`config.mk`:
```
export PLATFORM = sky130hd
export DESIGN_NAME = tile_param_stream_parser_top
export DESIGN_NICKNAME = d
export VERILOG_FILES = /design/src/rtl/core/tpsp_pkg.sv /design/src/rtl/core/tpsp_front.sv /design/src/rtl/core/tpsp_queue.sv /design/src/rtl/core/tpsp_back.sv /design/src/rtl/core/tile_param_stream_parser_top.sv
export SDC_FILE = /design/constraint.sdc
export NUM_CORES = 1
export LEC_CHECK = 0
export BUFFER_PORTS_ARGS = -buffer_cell sky130_fd_sc_hd__buf_2
export CAP_MARGIN = 20
export CELL_PAD_IN_SITES_DETAIL_PLACEMENT = 1
export CELL_PAD_IN_SITES_GLOBAL_PLACEMENT = 2
export CORE_MARGIN = 1.5
export CORE_UTILIZATION = 37
export DETAILED_ROUTE_END_ITERATION = 16
export HOLD_SLACK_MARGIN = 0.08
export PLACE_DENSITY_LB_ADDON = 0.1
export SLEW_MARGIN = 5
export SYNTH_ARGS = -nofsm -noshare
export SYNTH_HDL_FRONTEND = slang
export SYNTH_SLANG_ARGS = --single-unit
```
`constraint.sdc`:
```
create_clock -name i_clk -period 3 [get_ports i_clk]
set_input_delay 0.15 -clock i_clk [delete_from_list [all_inputs] [get_ports i_clk]]
set_output_delay 0.15 -clock i_clk [all_outputs]
set_load 0.005 [all_outputs]
```
`src/rtl/core/tpsp_pkg.sv`:
```
// ----------------------------------------------------------------------------
// tpsp_pkg
// Types and constants shared by the command stream parser modules.
// ----------------------------------------------------------------------------
package tpsp_pkg;

    localparam int CONTEXT_WORDS = 65536;
    localparam int CTX_CNT_W     = $clog2(CONTEXT_WORDS + 1);
    localparam int QUEUE_DEPTH   = 2;
    localparam int OUT_DATA_W    = 24;

    // parameter types
    localparam logic [2:0] PARA_END_LIST  = 3'd0;
    localparam logic [2:0] PARA_TILE_CLIP = 3'd1;
    localparam logic [2:0] PARA_OBJ_SET   = 3'd2;
    localparam logic [2:0] PARA_POLY      = 3'd4;
    localparam logic [2:0] PARA_SPRITE    = 3'd5;
    localparam logic [2:0] PARA_VERTEX    = 3'd7;

    localparam logic [2:0] LIST_OP_MODVOL = 3'd1;
    localparam logic [2:0] LIST_TR_MODVOL = 3'd3;
    localparam logic [2:0] LIST_LAST      = 3'd4;

    localparam logic [2:0] ERR_OK        = 3'd0;
    localparam logic [2:0] ERR_INVALID   = 3'd1;
    localparam logic [2:0] ERR_OBJ_SET   = 3'd2;
    localparam logic [2:0] ERR_OVERFLOW  = 3'd3;
    localparam logic [2:0] ERR_BAD_LIST  = 3'd4;

    // how the command length follows from a control word
    typedef enum logic [1:0] {
        LEN_SHORT,
        LEN_LONG,
        LEN_VERTEX,
        LEN_INVALID
    } t_len;

    // control word decoded ahead of the state update
    typedef struct packed {
        logic [2:0] para;
        logic [2:0] list;
        logic [2:0] poly;
        logic [4:0] vert;
        t_len       len;
    } t_info;

    typedef struct packed {
        logic  init;
        t_info info;
    } t_item;

    localparam t_info INFO_ZERO = '{
        para: 3'd0, list: 3'd0, poly: 3'd0, vert: 5'd0, len: LEN_SHORT
    };

endpackage

```
`src/rtl/core/tpsp_front.sv`:
```
// ----------------------------------------------------------------------------
// tpsp_front
// Classifies an incoming word as a control word: parameter, list, poly and
// vertex type and the rule for the command length.
// ----------------------------------------------------------------------------
module tpsp_front (
    input  logic            i_init,
    input  logic [31:0]     i_word,
    output tpsp_pkg::t_item o_item
);
    import tpsp_pkg::*;

    function automatic logic [2:0] poly_of(input logic [31:0] w, input logic [2:0] list,
                                           input logic [2:0] para);
        logic [1:0] col;
        logic [2:0] res;
        begin
            col = w[5:4];
            if (list == LIST_OP_MODVOL || list == LIST_TR_MODVOL) begin
                res = 3'd6;
            end else if (para == PARA_SPRITE) begin
                res = 3'd5;
            end else if (w[6]) begin
                if (col == 2'd0 || col == 2'd3) res = 3'd3;
                else if (col == 2'd2)           res = 3'd4;
                else                            res = 3'd0;
            end else if (col != 2'd2) begin
                res = 3'd0;
            end else begin
                res = (w[3] && w[2]) ? 3'd2 : 3'd1;
            end
            return res;
        end
    endfunction

    function automatic logic [4:0] vert_of(input logic [31:0] w);
        logic [1:0] col;
        logic [4:0] res;
        begin
            col = w[5:4];
            if (w[26:24] == LIST_OP_MODVOL || w[26:24] == LIST_TR_MODVOL) begin
                res = 5'd17;
            end else if (w[31:29] == PARA_SPRITE) begin
                res = w[3] ? 5'd16 : 5'd15;
            end else if (w[6]) begin
                if (w[3]) begin
                    if (col == 2'd0)      res = w[0] ? 5'd12 : 5'd11;
                    else if (col[1])      res = w[0] ? 5'd14 : 5'd13;
                    else                  res = 5'd0;
                end else begin
                    if (col == 2'd0)      res = 5'd9;
                    else if (col[1])      res = 5'd10;
                    else                  res = 5'd0;
                end
            end else if (w[3]) begin
                if (col == 2'd0)          res = w[0] ? 5'd4 : 5'd3;
                else if (col == 2'd1)     res = w[0] ? 5'd6 : 5'd5;
                else                      res = w[0] ? 5'd8 : 5'd7;
            end else begin
                res = col[1] ? 5'd2 : {3'd0, col};
            end
            return res;
        end
    endfunction

    logic [2:0] para;
    logic [2:0] list;
    logic [2:0] poly_len;
    t_len       len;

    assign para = i_word[31:29];
    assign list = i_word[26:24];

    // length of a poly command is taken with the list as opaque
    assign poly_len = poly_of({24'd0, i_word[7:0]}, 3'd0, 3'd0);

    always_comb begin
        case (para)
            PARA_END_LIST, PARA_TILE_CLIP, PARA_OBJ_SET, PARA_SPRITE: len = LEN_SHORT;
            PARA_POLY: len = (poly_len == 3'd0 || poly_len == 3'd1 || poly_len == 3'd3)
                             ? LEN_SHORT : LEN_LONG;
            PARA_VERTEX: len = LEN_VERTEX;
            default: len = LEN_INVALID;
        endcase
    end

    always_comb begin
        o_item.init      = i_init;
        o_item.info.para = para;
        o_item.info.list = list;
        o_item.info.poly = (para == PARA_POLY || para == PARA_SPRITE)
                           ? poly_of(i_word, list, para) : 3'd0;
        o_item.info.vert = vert_of(i_word);
        o_item.info.len  = len;
    end

endmodule

```
`src/rtl/core/tpsp_queue.sv`:
```
// ----------------------------------------------------------------------------
// tpsp_queue
// Short queue of classified words between the front and the back end.
// ----------------------------------------------------------------------------
module tpsp_queue (
    input  logic            i_clk,
    input  logic            i_rst_n,
    input  logic            i_push,
    input  tpsp_pkg::t_item i_item,
    output logic            o_full,
    input  logic            i_pop,
    output logic            o_empty,
    output tpsp_pkg::t_item o_item
);
    import tpsp_pkg::*;

    localparam int PTR_W = (QUEUE_DEPTH > 1) ? $clog2(QUEUE_DEPTH) : 1;
    localparam int CNT_W = $clog2(QUEUE_DEPTH + 1);

    t_item            r_mem [QUEUE_DEPTH];
    logic [PTR_W-1:0] r_wptr, n_wptr;
    logic [PTR_W-1:0] r_rptr, n_rptr;
    logic [CNT_W-1:0] r_count, n_count;
    logic             do_push, do_pop;

    assign o_full  = (r_count == CNT_W'(QUEUE_DEPTH));
    assign o_empty = (r_count == '0);
    assign o_item  = r_mem[r_rptr];

    assign do_push = i_push && !o_full;
    assign do_pop  = i_pop && !o_empty;

    always_comb begin
        n_wptr  = r_wptr;
        n_rptr  = r_rptr;
        n_count = r_count;
        if (do_push) begin
            n_wptr = (r_wptr == PTR_W'(QUEUE_DEPTH - 1)) ? '0 : r_wptr + 1'b1;
        end
        if (do_pop) begin
            n_rptr = (r_rptr == PTR_W'(QUEUE_DEPTH - 1)) ? '0 : r_rptr + 1'b1;
        end
        if (do_push && !do_pop) n_count = r_count + 1'b1;
        else if (do_pop && !do_push) n_count = r_count - 1'b1;
    end

    always_ff @(posedge i_clk) begin
        if (!i_rst_n) begin
            r_wptr  <= '0;
            r_rptr  <= '0;
            r_count <= '0;
        end else begin
            r_wptr  <= n_wptr;
            r_rptr  <= n_rptr;
            r_count <= n_count;
        end
    end

    always_ff @(posedge i_clk) begin
        if (do_push) r_mem[r_wptr] <= i_item;
    end

endmodule

```
`src/rtl/core/tpsp_back.sv`:
```
// ----------------------------------------------------------------------------
// tpsp_back
// Parse state update: command framing, list and vertex type tracking,
// end-of-list and error reporting, with the result register.
// ----------------------------------------------------------------------------
module tpsp_back (
    input  logic            i_clk,
    input  logic            i_rst_n,
    input  logic            i_empty,
    input  tpsp_pkg::t_item i_item,
    output logic            o_pop,
    output logic            o_valid,
    input  logic            i_ready,
    output logic            o_done,
    output logic [2:0]      o_para,
    output logic            o_long,
    output logic [2:0]      o_poly,
    output logic [4:0]      o_vert,
    output logic            o_irq,
    output logic [2:0]      o_irq_list,
    output logic [2:0]      o_err
);
    import tpsp_pkg::*;

    t_info                r_hdr, n_hdr;
    logic [3:0]           r_wic, n_wic;
    logic [CTX_CNT_W-1:0] r_words, n_words;
    logic [2:0]           r_list, n_list;
    logic [4:0]           r_vk, n_vk;
    logic                 r_valid;

    logic                 r_done, n_done;
    logic [2:0]           r_para, n_para;
    logic                 r_long, n_long;
    logic [2:0]           r_poly, n_poly;
    logic                 r_irq, n_irq;
    logic [2:0]           r_irq_list, n_irq_list;
    logic [2:0]           r_err, n_err;

    t_info                cur;
    logic                 vk_short;
    logic                 is_long;
    logic                 is_bad;
    logic                 overflow;

    assign o_pop = !i_empty && (!r_valid || i_ready);

    assign overflow = (r_words >= CTX_CNT_W'(CONTEXT_WORDS));

    // control word in force for this transfer
    always_comb begin
        if (i_item.init) cur = INFO_ZERO;
        else if (!overflow && r_wic == 4'd0) cur = i_item.info;
        else cur = r_hdr;
    end

    // vertex length uses the vertex type from before this word
    assign vk_short = (r_vk <= 5'd4) || (r_vk >= 5'd7 && r_vk <= 5'd10);
    assign is_long  = (cur.len == LEN_LONG) || (cur.len == LEN_VERTEX && !vk_short);
    assign is_bad   = (cur.len == LEN_INVALID);

    always_comb begin
        n_hdr      = r_hdr;
        n_wic      = r_wic;
        n_words    = r_words;
        n_list     = r_list;
        n_vk       = r_vk;
        n_done     = 1'b0;
        n_irq      = 1'b0;
        n_irq_list = 3'd0;
        n_err      = ERR_OK;
        if (i_item.init) begin
            n_hdr   = INFO_ZERO;
            n_wic   = 4'd0;
            n_words = '0;
            n_list  = 3'd0;
            n_vk    = 5'd0;
        end else if (overflow) begin
            n_err = ERR_OVERFLOW;
        end else begin
            n_hdr   = cur;
            n_words = r_words + 1'b1;
            if ((r_wic == 4'd7 && !is_long) || r_wic == 4'd15) begin
                n_done = 1'b1;
                n_wic  = 4'd0;
                if (is_bad) begin
                    n_err = ERR_INVALID;
                end else if (cur.para == PARA_END_LIST) begin
                    if (r_list <= LIST_LAST) begin
                        n_irq      = 1'b1;
                        n_irq_list = r_list;
                    end else begin
                        n_err = ERR_BAD_LIST;
                    end
                    n_list = 3'd0;
                    n_vk   = 5'd0;
                end else if (cur.para == PARA_OBJ_SET) begin
                    n_err = ERR_OBJ_SET;
                end else if (cur.para == PARA_POLY || cur.para == PARA_SPRITE) begin
                    if (cur.list > LIST_LAST) begin
                        n_err = ERR_BAD_LIST;
                    end else begin
                        n_list = cur.list;
                        n_vk   = cur.vert;
                    end
                end
            end else begin
                n_wic = r_wic + 1'b1;
            end
        end
        n_para = cur.para;
        n_long = is_long;
        n_poly = cur.poly;
    end

    always_ff @(posedge i_clk) begin
        if (!i_rst_n) begin
            r_hdr   <= INFO_ZERO;
            r_wic   <= 4'd0;
            r_words <= '0;
            r_list  <= 3'd0;
            r_vk    <= 5'd0;
            r_valid <= 1'b0;
        end else begin
            if (o_pop) begin
                r_hdr   <= n_hdr;
                r_wic   <= n_wic;
                r_words <= n_words;
                r_list  <= n_list;
                r_vk    <= n_vk;
            end
            if (o_pop) r_valid <= 1'b1;
            else if (i_ready) r_valid <= 1'b0;
        end
    end

    // result register, no reset needed on payload
    always_ff @(posedge i_clk) begin
        if (o_pop) begin
            r_done     <= n_done;
            r_para     <= n_para;
            r_long     <= n_long;
            r_poly     <= n_poly;
            r_irq      <= n_irq;
            r_irq_list <= n_irq_list;
            r_err      <= n_err;
        end
    end

    assign o_valid    = r_valid;
    assign o_done     = r_done;
    assign o_para     = r_para;
    assign o_long     = r_long;
    assign o_poly     = r_poly;
    assign o_vert     = r_vk;
    assign o_irq      = r_irq;
    assign o_irq_list = r_irq_list;
    assign o_err      = r_err;

endmodule

```
`src/rtl/core/tile_param_stream_parser_top.sv`:
```
// ----------------------------------------------------------------------------
// tile_param_stream_parser_top
// Command stream parser for a tile accelerator.
// ----------------------------------------------------------------------------
// Usage:
// Slave stream takes one 32-bit command word per transfer on s_axis_tdata;
// s_axis_tuser high makes the transfer an init request that clears the parse
// state (the data word is then ignored). Every input transfer gives exactly
// one result transfer on the master stream, in order. m_axis_tlast marks the
// word that completes a command; m_axis_tdata carries types, end-of-list
// flag and error code.
// Result valid rises once the input word has been written into the
// classification queue and the state update has then loaded the result
// register.
// Throughput is one word per cycle while the receiver does not stall, set by
// the state update in the back end.
// After reset the parse state, queue and result register are empty.
// When the receiver stalls, the result is held and the two-entry queue
// absorbs further words; s_axis_tready drops once the queue is full.
// ----------------------------------------------------------------------------
module tile_param_stream_parser_top (
    input  logic        i_clk,
    input  logic        i_rst_n,
    input  logic        s_axis_tvalid,
    output logic        s_axis_tready,
    input  logic [31:0] s_axis_tdata,   // [31:0] cmd_word
    input  logic [0:0]  s_axis_tuser,   // [0] req_type
    output logic        m_axis_tvalid,
    input  logic        m_axis_tready,
    // [2:0] para_kind, [3] cmd_long, [6:4] poly_kind, [11:7] vert_kind,
    // [12] list_end_irq, [15:13] irq_list, [18:16] error_code, [23:19] zero
    output logic [tpsp_pkg::OUT_DATA_W-1:0] m_axis_tdata,
    output logic        m_axis_tlast    // cmd_done
);
    import tpsp_pkg::*;

    t_item      front_item;
    t_item      queue_item;
    logic       queue_full;
    logic       queue_empty;
    logic       queue_pop;
    logic       in_xfer;

    logic [2:0] para;
    logic       cmd_long;
    logic [2:0] poly;
    logic [4:0] vert;
    logic       irq;
    logic [2:0] irq_list;
    logic [2:0] err;

    assign s_axis_tready = !queue_full;
    assign in_xfer       = s_axis_tvalid && !queue_full;

    tpsp_front u_front (
        .i_init (s_axis_tuser[0]),
        .i_word (s_axis_tdata),
        .o_item (front_item)
    );

    tpsp_queue u_queue (
        .i_clk   (i_clk),
        .i_rst_n (i_rst_n),
        .i_push  (in_xfer),
        .i_item  (front_item),
        .o_full  (queue_full),
        .i_pop   (queue_pop),
        .o_empty (queue_empty),
        .o_item  (queue_item)
    );

    tpsp_back u_back (
        .i_clk      (i_clk),
        .i_rst_n    (i_rst_n),
        .i_empty    (queue_empty),
        .i_item     (queue_item),
        .o_pop      (queue_pop),
        .o_valid    (m_axis_tvalid),
        .i_ready    (m_axis_tready),
        .o_done     (m_axis_tlast),
        .o_para     (para),
        .o_long     (cmd_long),
        .o_poly     (poly),
        .o_vert     (vert),
        .o_irq      (irq),
        .o_irq_list (irq_list),
        .o_err      (err)
    );

    assign m_axis_tdata = {5'd0, err, irq_list, irq, vert, poly, cmd_long, para};

endmodule
```
Yosys cells after proc, flatten, opt, wreduce, memory -nomap -nowiden

Memories as Yosys holds them, arrays and structs flattened. A register that Yosys moved wholly into a read port is not among the register bits.
Cells that the tools add are included.

Flip-flop bits (word level): 65
Bits in latches: 0
Bits in writable memories: 34
ROM bits: 0
Logic and storage cells: 182
Memories: 1

Add/subtract/negate cells: 6
Multipliers: 0
Div/mod/pow operators: 0
Magnitude comparators: 6
Equal/unequal tests: 26
Shift-type cells: 0
Mux-type cells: 73
Bitwise logic cells: 3
Reduce and logical (&&, ||, !) cells: 46

Memories:

| memory        | depth | bits a word | rd ports | clocked after memory_dff | wr ports | RTL line         | source |
|---|---|---|---|---|---|---|---|
| u_queue.r_mem | 2     | 17          | 1        | 1                        | 1        | tpsp_queue.sv:20 | `t_item r_mem [QUEUE_DEPTH];` |

Operator list:

| operator                | count |
|---|---|
| $mux W5                 | 19 |
| $mux W3                 | 22 |
| $mux W16                | 4 |
| $mux W17                | 2 |
| $mux W4                 | 5 |
| $mux W2                 | 9 |
| $add A17 B1 Y17 const B | 1 |
| $ge A17 B17 Y1 const B  | 1 |
| $eq A3 B3 Y1 const B    | 5 |
| $eq A3 B2 Y1 const B    | 4 |
| $logic_and A1 B1 Y1     | 11 |
| $mux W1                 | 11 |
| $eq A2 B2 Y1 const B    | 5 |
| $logic_or A1 B1 Y1      | 10 |
| $eq A3 B1 Y1 const B    | 3 |
| $logic_not A3 Y1        | 3 |
| $logic_not A1 Y1        | 8 |
| $reduce_or A4 Y1        | 2 |
| $reduce_and A7 Y1       | 1 |
| $ne A2 B2 Y1 const B    | 3 |
| $ne A3 B2 Y1 const B    | 2 |
| $pmux W2 S3             | 1 |
| $reduce_bool A2 Y1      | 3 |
| $reduce_or A6 Y1        | 1 |
| 19 further kinds        | 24 |

Depth between registers and ports, before layout

Depth in word-level cells: 14
Gate-level depth with buffers: 9
Mapped depth without buffers: 8

Hierarchy

Synthesis repeated with hierarchy kept, for this count alone.

Cells, all modules: 463
Area, all modules: 4824.6 um2

By module, submodules not included:

| module                       | instances | cells each | area an instance (um2) |
|---|---|---|---|
| tpsp_back                    | 1         | 316        | 2894.0 |
| tpsp_queue                   | 1         | 78         | 1458.9 |
| tpsp_front                   | 1         | 59         | 405.4 |
| tile_param_stream_parser_top | 1         | 10         | 66.3 |

Least setup slack after synthesis

No wires, ideal clock.

Kind: register to register
Start point: register u_back.r_wic[0]
End point: register u_back.r_vk[0] (netlist: u_back.o_vert[0])
Arrival: 2.225 ns
Required time: 2.928 ns
Slack: 0.703 ns
Cell stages (with the launch flop): 9
Clock period less this slack: 2.297 ns
Cells stage by stage: dfxtp_1 > inv_1 > ha_1 > nor4b_4 > mux2_2 > nand4_1 > a41oi_2 > a211oi_4 > mux2i_1

Cells in the longest elaborated chain, start to end: 12
Elaborated cells between the ends (all ways): 34
Classes of those cells: order compare (1); eq/ne (11); mux (10); reduce/logical (12)

Ends and longest elaborated chain:

| what                                           | RTL line                          | source |
|---|---|---|
| from (decl)                                    | tpsp_back.sv:26                   | `logic [3:0] r_wic, n_wic;` |
| from (signal assigned)                         | tpsp_back.sv:127                  | `r_wic <= n_wic;` |
| $logic_not A4 Y1                               | tpsp_back.sv:53                   | `else if (!overflow && r_wic == 4'd0) cur = i_item.info;` |
| $logic_and A1 B1 Y1                            | tpsp_back.sv:53                   |  |
| $mux W16                                       | tpsp_back.sv:53                   |  |
| $mux W16                                       | tpsp_back.sv:52                   | `if (i_item.init) cur = INFO_ZERO;` |
| $mux W5 or $eq A2 B2 Y1 (tied branches)        | tpsp_back.sv:100, tpsp_back.sv:59 |  |
| $mux W5 or $logic_and A1 B1 Y1 (tied branches) | tpsp_back.sv:99, tpsp_back.sv:59  |  |
| $mux W5 or $logic_or A1 B1 Y1 (tied branches)  | tpsp_back.sv:97, tpsp_back.sv:59  |  |
| $mux W5 or $logic_not A1 Y1 (tied branches)    | tpsp_back.sv:88, tpsp_back.sv:83  |  |
| $mux W5 or $logic_and A1 B1 Y1 (tied branches) | tpsp_back.sv:86, tpsp_back.sv:83  |  |
| $mux W5 or $logic_or A1 B1 Y1 (tied branches)  | tpsp_back.sv:83                   | `if ((r_wic == 4'd7 && !is_long) \|\| r_wic == 4'd15) begin` |
| $mux W5 or $reduce_bool A2 Y1 (tied branches)  | -                                 |  |
| $mux W5 or $reduce_and A7 Y1 (tied branches)   | -                                 |  |
| to (signal assigned)                           | tpsp_back.sv:130                  | `r_vk <= n_vk;` |
| to (decl)                                      | tpsp_back.sv:29                   | `logic [4:0] r_vk, n_vk;` |

Several ways; a longest one is shown, not always the timed one. The select of a mux whose other input is x is not followed.
A chain may end at the register's enable or synchronous reset.

Final worst setup path

Start point: register u_back.r_wic[0]
End point: register u_back.r_list[2]

Cells in the longest elaborated chain, start to end: 12
Elaborated cells between the ends (all ways): 34
Classes of those cells: order compare (1); eq/ne (11); mux (10); reduce/logical (12)

Ends and longest elaborated chain:

| what                                           | RTL line                          | source |
|---|---|---|
| $logic_not A4 Y1                               | tpsp_back.sv:53                   |  |
| $logic_and A1 B1 Y1                            | tpsp_back.sv:53                   |  |
| $mux W16                                       | tpsp_back.sv:53                   |  |
| $mux W16                                       | tpsp_back.sv:52                   |  |
| $mux W3 or $eq A2 B2 Y1 (tied branches)        | tpsp_back.sv:100, tpsp_back.sv:59 |  |
| $mux W3 or $logic_and A1 B1 Y1 (tied branches) | tpsp_back.sv:99, tpsp_back.sv:59  |  |
| $mux W3 or $logic_or A1 B1 Y1 (tied branches)  | tpsp_back.sv:97, tpsp_back.sv:59  |  |
| $mux W3 or $logic_not A1 Y1 (tied branches)    | tpsp_back.sv:88, tpsp_back.sv:83  |  |
| $mux W3 or $logic_and A1 B1 Y1 (tied branches) | tpsp_back.sv:86, tpsp_back.sv:83  |  |
| $mux W3 or $logic_or A1 B1 Y1 (tied branches)  | tpsp_back.sv:83                   |  |
| $mux W3 or $reduce_bool A2 Y1 (tied branches)  | -                                 |  |
| $mux W3 or $reduce_and A7 Y1 (tied branches)   | -                                 |  |
| to (signal assigned)                           | tpsp_back.sv:129                  | `r_list <= n_list;` |
| to (decl)                                      | tpsp_back.sv:28                   | `logic [2:0] r_list, n_list;` |

Several ways; a longest one is shown, not always the timed one. The select of a mux whose other input is x is not followed.

==> results.sh <==
export IMPL_avgViaCountPerCell=5.035
export IMPL_synth_ff_type="sky130_fd_sc_hd__dfxtp_1"
export IMPL_port_buffer_count=38
export IMPL_worstPathCellList="inv_1, ha_1, nor4b_4, buf_12, o21ai_1, o221ai_2, a41oi_2, a211oi_4, mux2i_1"
export IMPL_dr_first_iter_drc_count=121
export IMPL_detailed_place_hpwl_mm=7.860
export IMPL_finalSetupTns_ps=0
export IMPL_worstPathRequired_ps=3270
export IMPL_switching_power_as_a_share_of_total_power_pct=35.03
export IMPL_dieHeight_um=117.0
export IMPL_final_layout_size_suffix_gt1_share_pct=14.15
export IMPL_gp_congestion=0.7507
export IMPL_drt_pass1_iterations=4
export IMPL_vias_in_the_first_global_route=3496
export IMPL_timing_final_setup_violations=0
export IMPL_setup_worst_path_start_class="flip-flop"
export IMPL_detail_route_antenna_nets=0
export IMPL_critical_path_top_delay_family="compound AO/OA/AOI/OAI gates"
export IMPL_finish_cell_count_without_fillers=688
export IMPL_finalWorstPathRequiredPeriod_ps=2591
export IMPL_path_clk_slew_ps=70
export IMPL_critPathArrivalTime_ps=2860
export IMPL_number_of_setup_buffers_added_after_cts=0
export IMPL_hold_violations=0
export IMPL_cts_buffers=9
export IMPL_num_rows=41
export IMPL_tritoncts="built"
export IMPL_cts_resized=0
export IMPL_worstPathMaxFanout=32
export IMPL_slowest_stage="sky130_fd_sc_hd__a211oi_4"
export IMPL_die_x_um=117.0
export IMPL_syn_inst=473
export IMPL_power_share_clock_pct=24.9
export IMPL_synth_warnings=0
export IMPL_cellInternalPower_w=0.002955
export IMPL_power_sequential_fraction_pct=41.1
export IMPL_number_of_enable_flip_flop_cells_after_synthesis=49
export IMPL_timing_critical_path_to_type="flip-flop"
export IMPL_max_freq_mhz=385.9
export IMPL_cellLeakagePower_nw=2.030
export IMPL_ir_drop_v=0.0003650
export IMPL_hold_path_class="input pin to flip-flop"
export IMPL_max_cap_violations=0
export IMPL_yosys_cell_types_count=57
export IMPL_yosys_register_bits=100
export IMPL_ctsHtreeMaxLevel=3
export IMPL_drt_drc_violations_left=0
export IMPL_core_area_um2=12620
export IMPL_number_of_antenna_violations_at_the_first_check_in_global_routing=0
export IMPL_routed_wl_mm=11.05
export IMPL_crit_type="flip-flop to flip-flop"
export IMPL_grt_remaining_overflow=0
export IMPL_wl_per_cell_um=16.06
export IMPL_number_of_clock_sinks=100
export IMPL_io_pins=64
export IMPL_postSynth_asyncResetShare_pct=0
export IMPL_synth_top_cells_by_area="sky130_fd_sc_hd__edfxtp_1 (31%), sky130_fd_sc_hd__dfxtp_1 (21%), sky130_fd_sc_hd__nand2_1 (4.9%), sky130_fd_sc_hd__mux2i_1 (4.8%), sky130_fd_sc_hd__nor2_1 (3.4%)"
export IMPL_post_synth_top_area_fraction_pct=30.62
export IMPL_dpl_cell_count=666
export IMPL_timing_max_slew_rel_slack_pct=47.07
export IMPL_diodes=0
export IMPL_grt_start_max_net_pins=33
export IMPL_route_vias_total=3464
export IMPL_initial_core_util_pct=38.07
export IMPL_yosys_area_top_type="sky130_fd_sc_hd__edfxtp_1"
export IMPL_first_pass_grt_wire_length_mm=18.13
export IMPL_power_per_cell_area_nw_per_um2=827.0
export IMPL_post_synth_most_frequent_cells="sky130_fd_sc_hd__nand2_1 (63), sky130_fd_sc_hd__dfxtp_1 (51), sky130_fd_sc_hd__edfxtp_1 (49)"
export IMPL_slowest_delay_ps=570
export IMPL_final_max_slew_violation_count=0
export IMPL_critical_path_buf_inv_count=2
export IMPL_syn_cell_area_um2=4805
export IMPL_comb_power_share_pct=34.0
export IMPL_rsz0062_at_grt="false"
export IMPL_floorplan_die_area_um2=13680
export IMPL_clock_insertion_delay_worst_skew_ps=340
export IMPL_tightest_slew_ps=793.9
export IMPL_sequential_cell_area_fraction_in_the_yosys_report_pct=51.88
export IMPL_cts_root_buf="sky130_fd_sc_hd__clkbuf_16"
export IMPL_ctsLongestPathBuffers=2
export IMPL_grt_usage_pct=17.59
export IMPL_post_route_period_util_pct=86.38
export IMPL_top_count_cell_post_synth="sky130_fd_sc_hd__nand2_1"
export IMPL_outcome="complete, no violations"
export IMPL_fin_nets=558
export IMPL_clock_skew_ps=7.155
export IMPL_areaGrowthSynthToFinish_pct=14.48
export IMPL_sw_power_w=0.001593
export IMPL_postSynthAreaPerCell_um2=10.16
## placed cells by master (no fill, tap or decap), types with 2 or more instances in the layout
cell                            netlist  layout
sky130_fd_sc_hd__nor2b_1             11      11
sky130_fd_sc_hd__dlygate4sd3_1        0       6
sky130_fd_sc_hd__nor2_1              43      43
sky130_fd_sc_hd__or3_1                2       2
sky130_fd_sc_hd__xor2_1              12      12
sky130_fd_sc_hd__a31oi_1              4       4
sky130_fd_sc_hd__nand2b_1            11      11
sky130_fd_sc_hd__clkinv_1             0       2
sky130_fd_sc_hd__nand3_1             11      11
sky130_fd_sc_hd__nand4_1              7       7
sky130_fd_sc_hd__o211ai_1             2       2
sky130_fd_sc_hd__o21ai_0              9       9
sky130_fd_sc_hd__nand2_1             63      63
sky130_fd_sc_hd__xnor2_1              7       7
sky130_fd_sc_hd__edfxtp_1            49      49
sky130_fd_sc_hd__a211oi_1            14      14
sky130_fd_sc_hd__ha_1                10      10
sky130_fd_sc_hd__and3_1               6       6
sky130_fd_sc_hd__o21ai_1              3       3
sky130_fd_sc_hd__buf_4                8       8
sky130_fd_sc_hd__a21oi_1             16      16
sky130_fd_sc_hd__nor3b_1              2       2
sky130_fd_sc_hd__clkinvlp_4           0       2
sky130_fd_sc_hd__conb_1               1       5
sky130_fd_sc_hd__clkbuf_16            0       9
sky130_fd_sc_hd__dfxtp_1             51      51
sky130_fd_sc_hd__mux2_2               6       6
sky130_fd_sc_hd__clkbuf_1            14       2
sky130_fd_sc_hd__o21a_1               2       2
sky130_fd_sc_hd__buf_2                5      38
sky130_fd_sc_hd__nor4b_1              2       2
sky130_fd_sc_hd__inv_1               18      18
sky130_fd_sc_hd__mux2i_1             23      23
sky130_fd_sc_hd__nor3_1              11      11
sky130_fd_sc_hd__and2_1               6       6
sky130_fd_sc_hd__a21boi_0            14      14
sky130_fd_sc_hd__o2111ai_1            3       3
sky130_fd_sc_hd__a22oi_1              3       3
## through the flow
step	total power, W	utilization (%)	area (um^2)	hold WS, ps	setup WS (ps)
final	0.004549	43.59	5500	95.55	408.6
after detailed placement	0.003455	40.85	5155	357.0	415.4
after global routing	0.004867	43.59	5500	95.54	144.6
after floorplan	0.002933	-	4820	248.9	702.9
after global placement	0.003405	40.76	5144	355.1	476.4
after CTS	0.004609	43.59	5500	81.76	380.6
## layer usage
| metal | GRT usage (%) | part of all wire [%] | vias up |
|---|---|---|---|
| met3 | 3.862 | 2.7 | 7 |
| met1 | 24.61 | 51 | 1668 |
| met4 | 5.301 | 1.2 | 0 |
| met5 | 0 | 0 | - |
| li1 | - | - | 1740 |
| met2 | 27.41 | 46 | 49 |
## registers in the layout (all words and copies together) (netlist names), named ones only
name	flops
u_back.o_irq	1
u_back.o_para	3
u_queue.r_wptr	1
u_back.r_words	17
u_back.r_list	3
u_back.o_poly	3
u_back.r_hdr	16
u_back.o_long	1
u_queue.r_count	2
u_back.o_irq_list	3
u_back.r_wic	4
u_queue.r_rptr	1
u_back.o_done	1
u_queue.r_mem	34
u_back.o_valid	1
u_back.o_vert	5
u_back.o_err	3
## path summary, 6_finish.rpt
path         depth (start not counted)        startpoint                   end  slack, ps
min reg2reg                          2   u_back.r_hdr[3]       u_back.r_hdr[3]        480
min                                  1  s_axis_tdata[29]  u_queue.r_mem[0][13]        100
max                                  9   u_back.r_wic[0]      u_back.r_list[2]        410
max reg2reg                          9   u_back.r_wic[0]      u_back.r_list[2]        410
## power groups by stage
stage                     combinational, W  sequential, W  clock [W]
after global routing               0.00173        0.00191    0.00123
after floorplan                    0.00107        0.00186          0
after CTS                          0.00157        0.00187    0.00116
after global placement             0.00151        0.00189          0
final                              0.00154        0.00187    0.00113
after detailed placement           0.00155        0.00190          0
## cell type report
class | count | area [um^2]
multi-input combinational | 328 | 2098
clock buffer | 11 | 232.7
fill | 1451 | 7119
inverter | 18 | 67.56
clock inverter | 5 | 52.55
tap | 172 | 215.2
sequential | 100 | 2492
timing repair buffer | 54 | 341.6
## timing repair
action,CTS,global route
endpoints found under the setup margin,0,0
hold buffers,6,0
hold endpoints to repair,12,0
## cells by family after synthesis
family                     share of synthesized area (%)
muxes                                              6.198
other                                            0.07805
xor gates and xnor gates                           3.464
adders and majority gates                          2.604
and+or+nand+nor                                    18.70
AOI/OAI and AO/OA                                  12.32
buffers and inverters                              4.765
DFF                                                51.87
(Power assumes the default switching activity.)
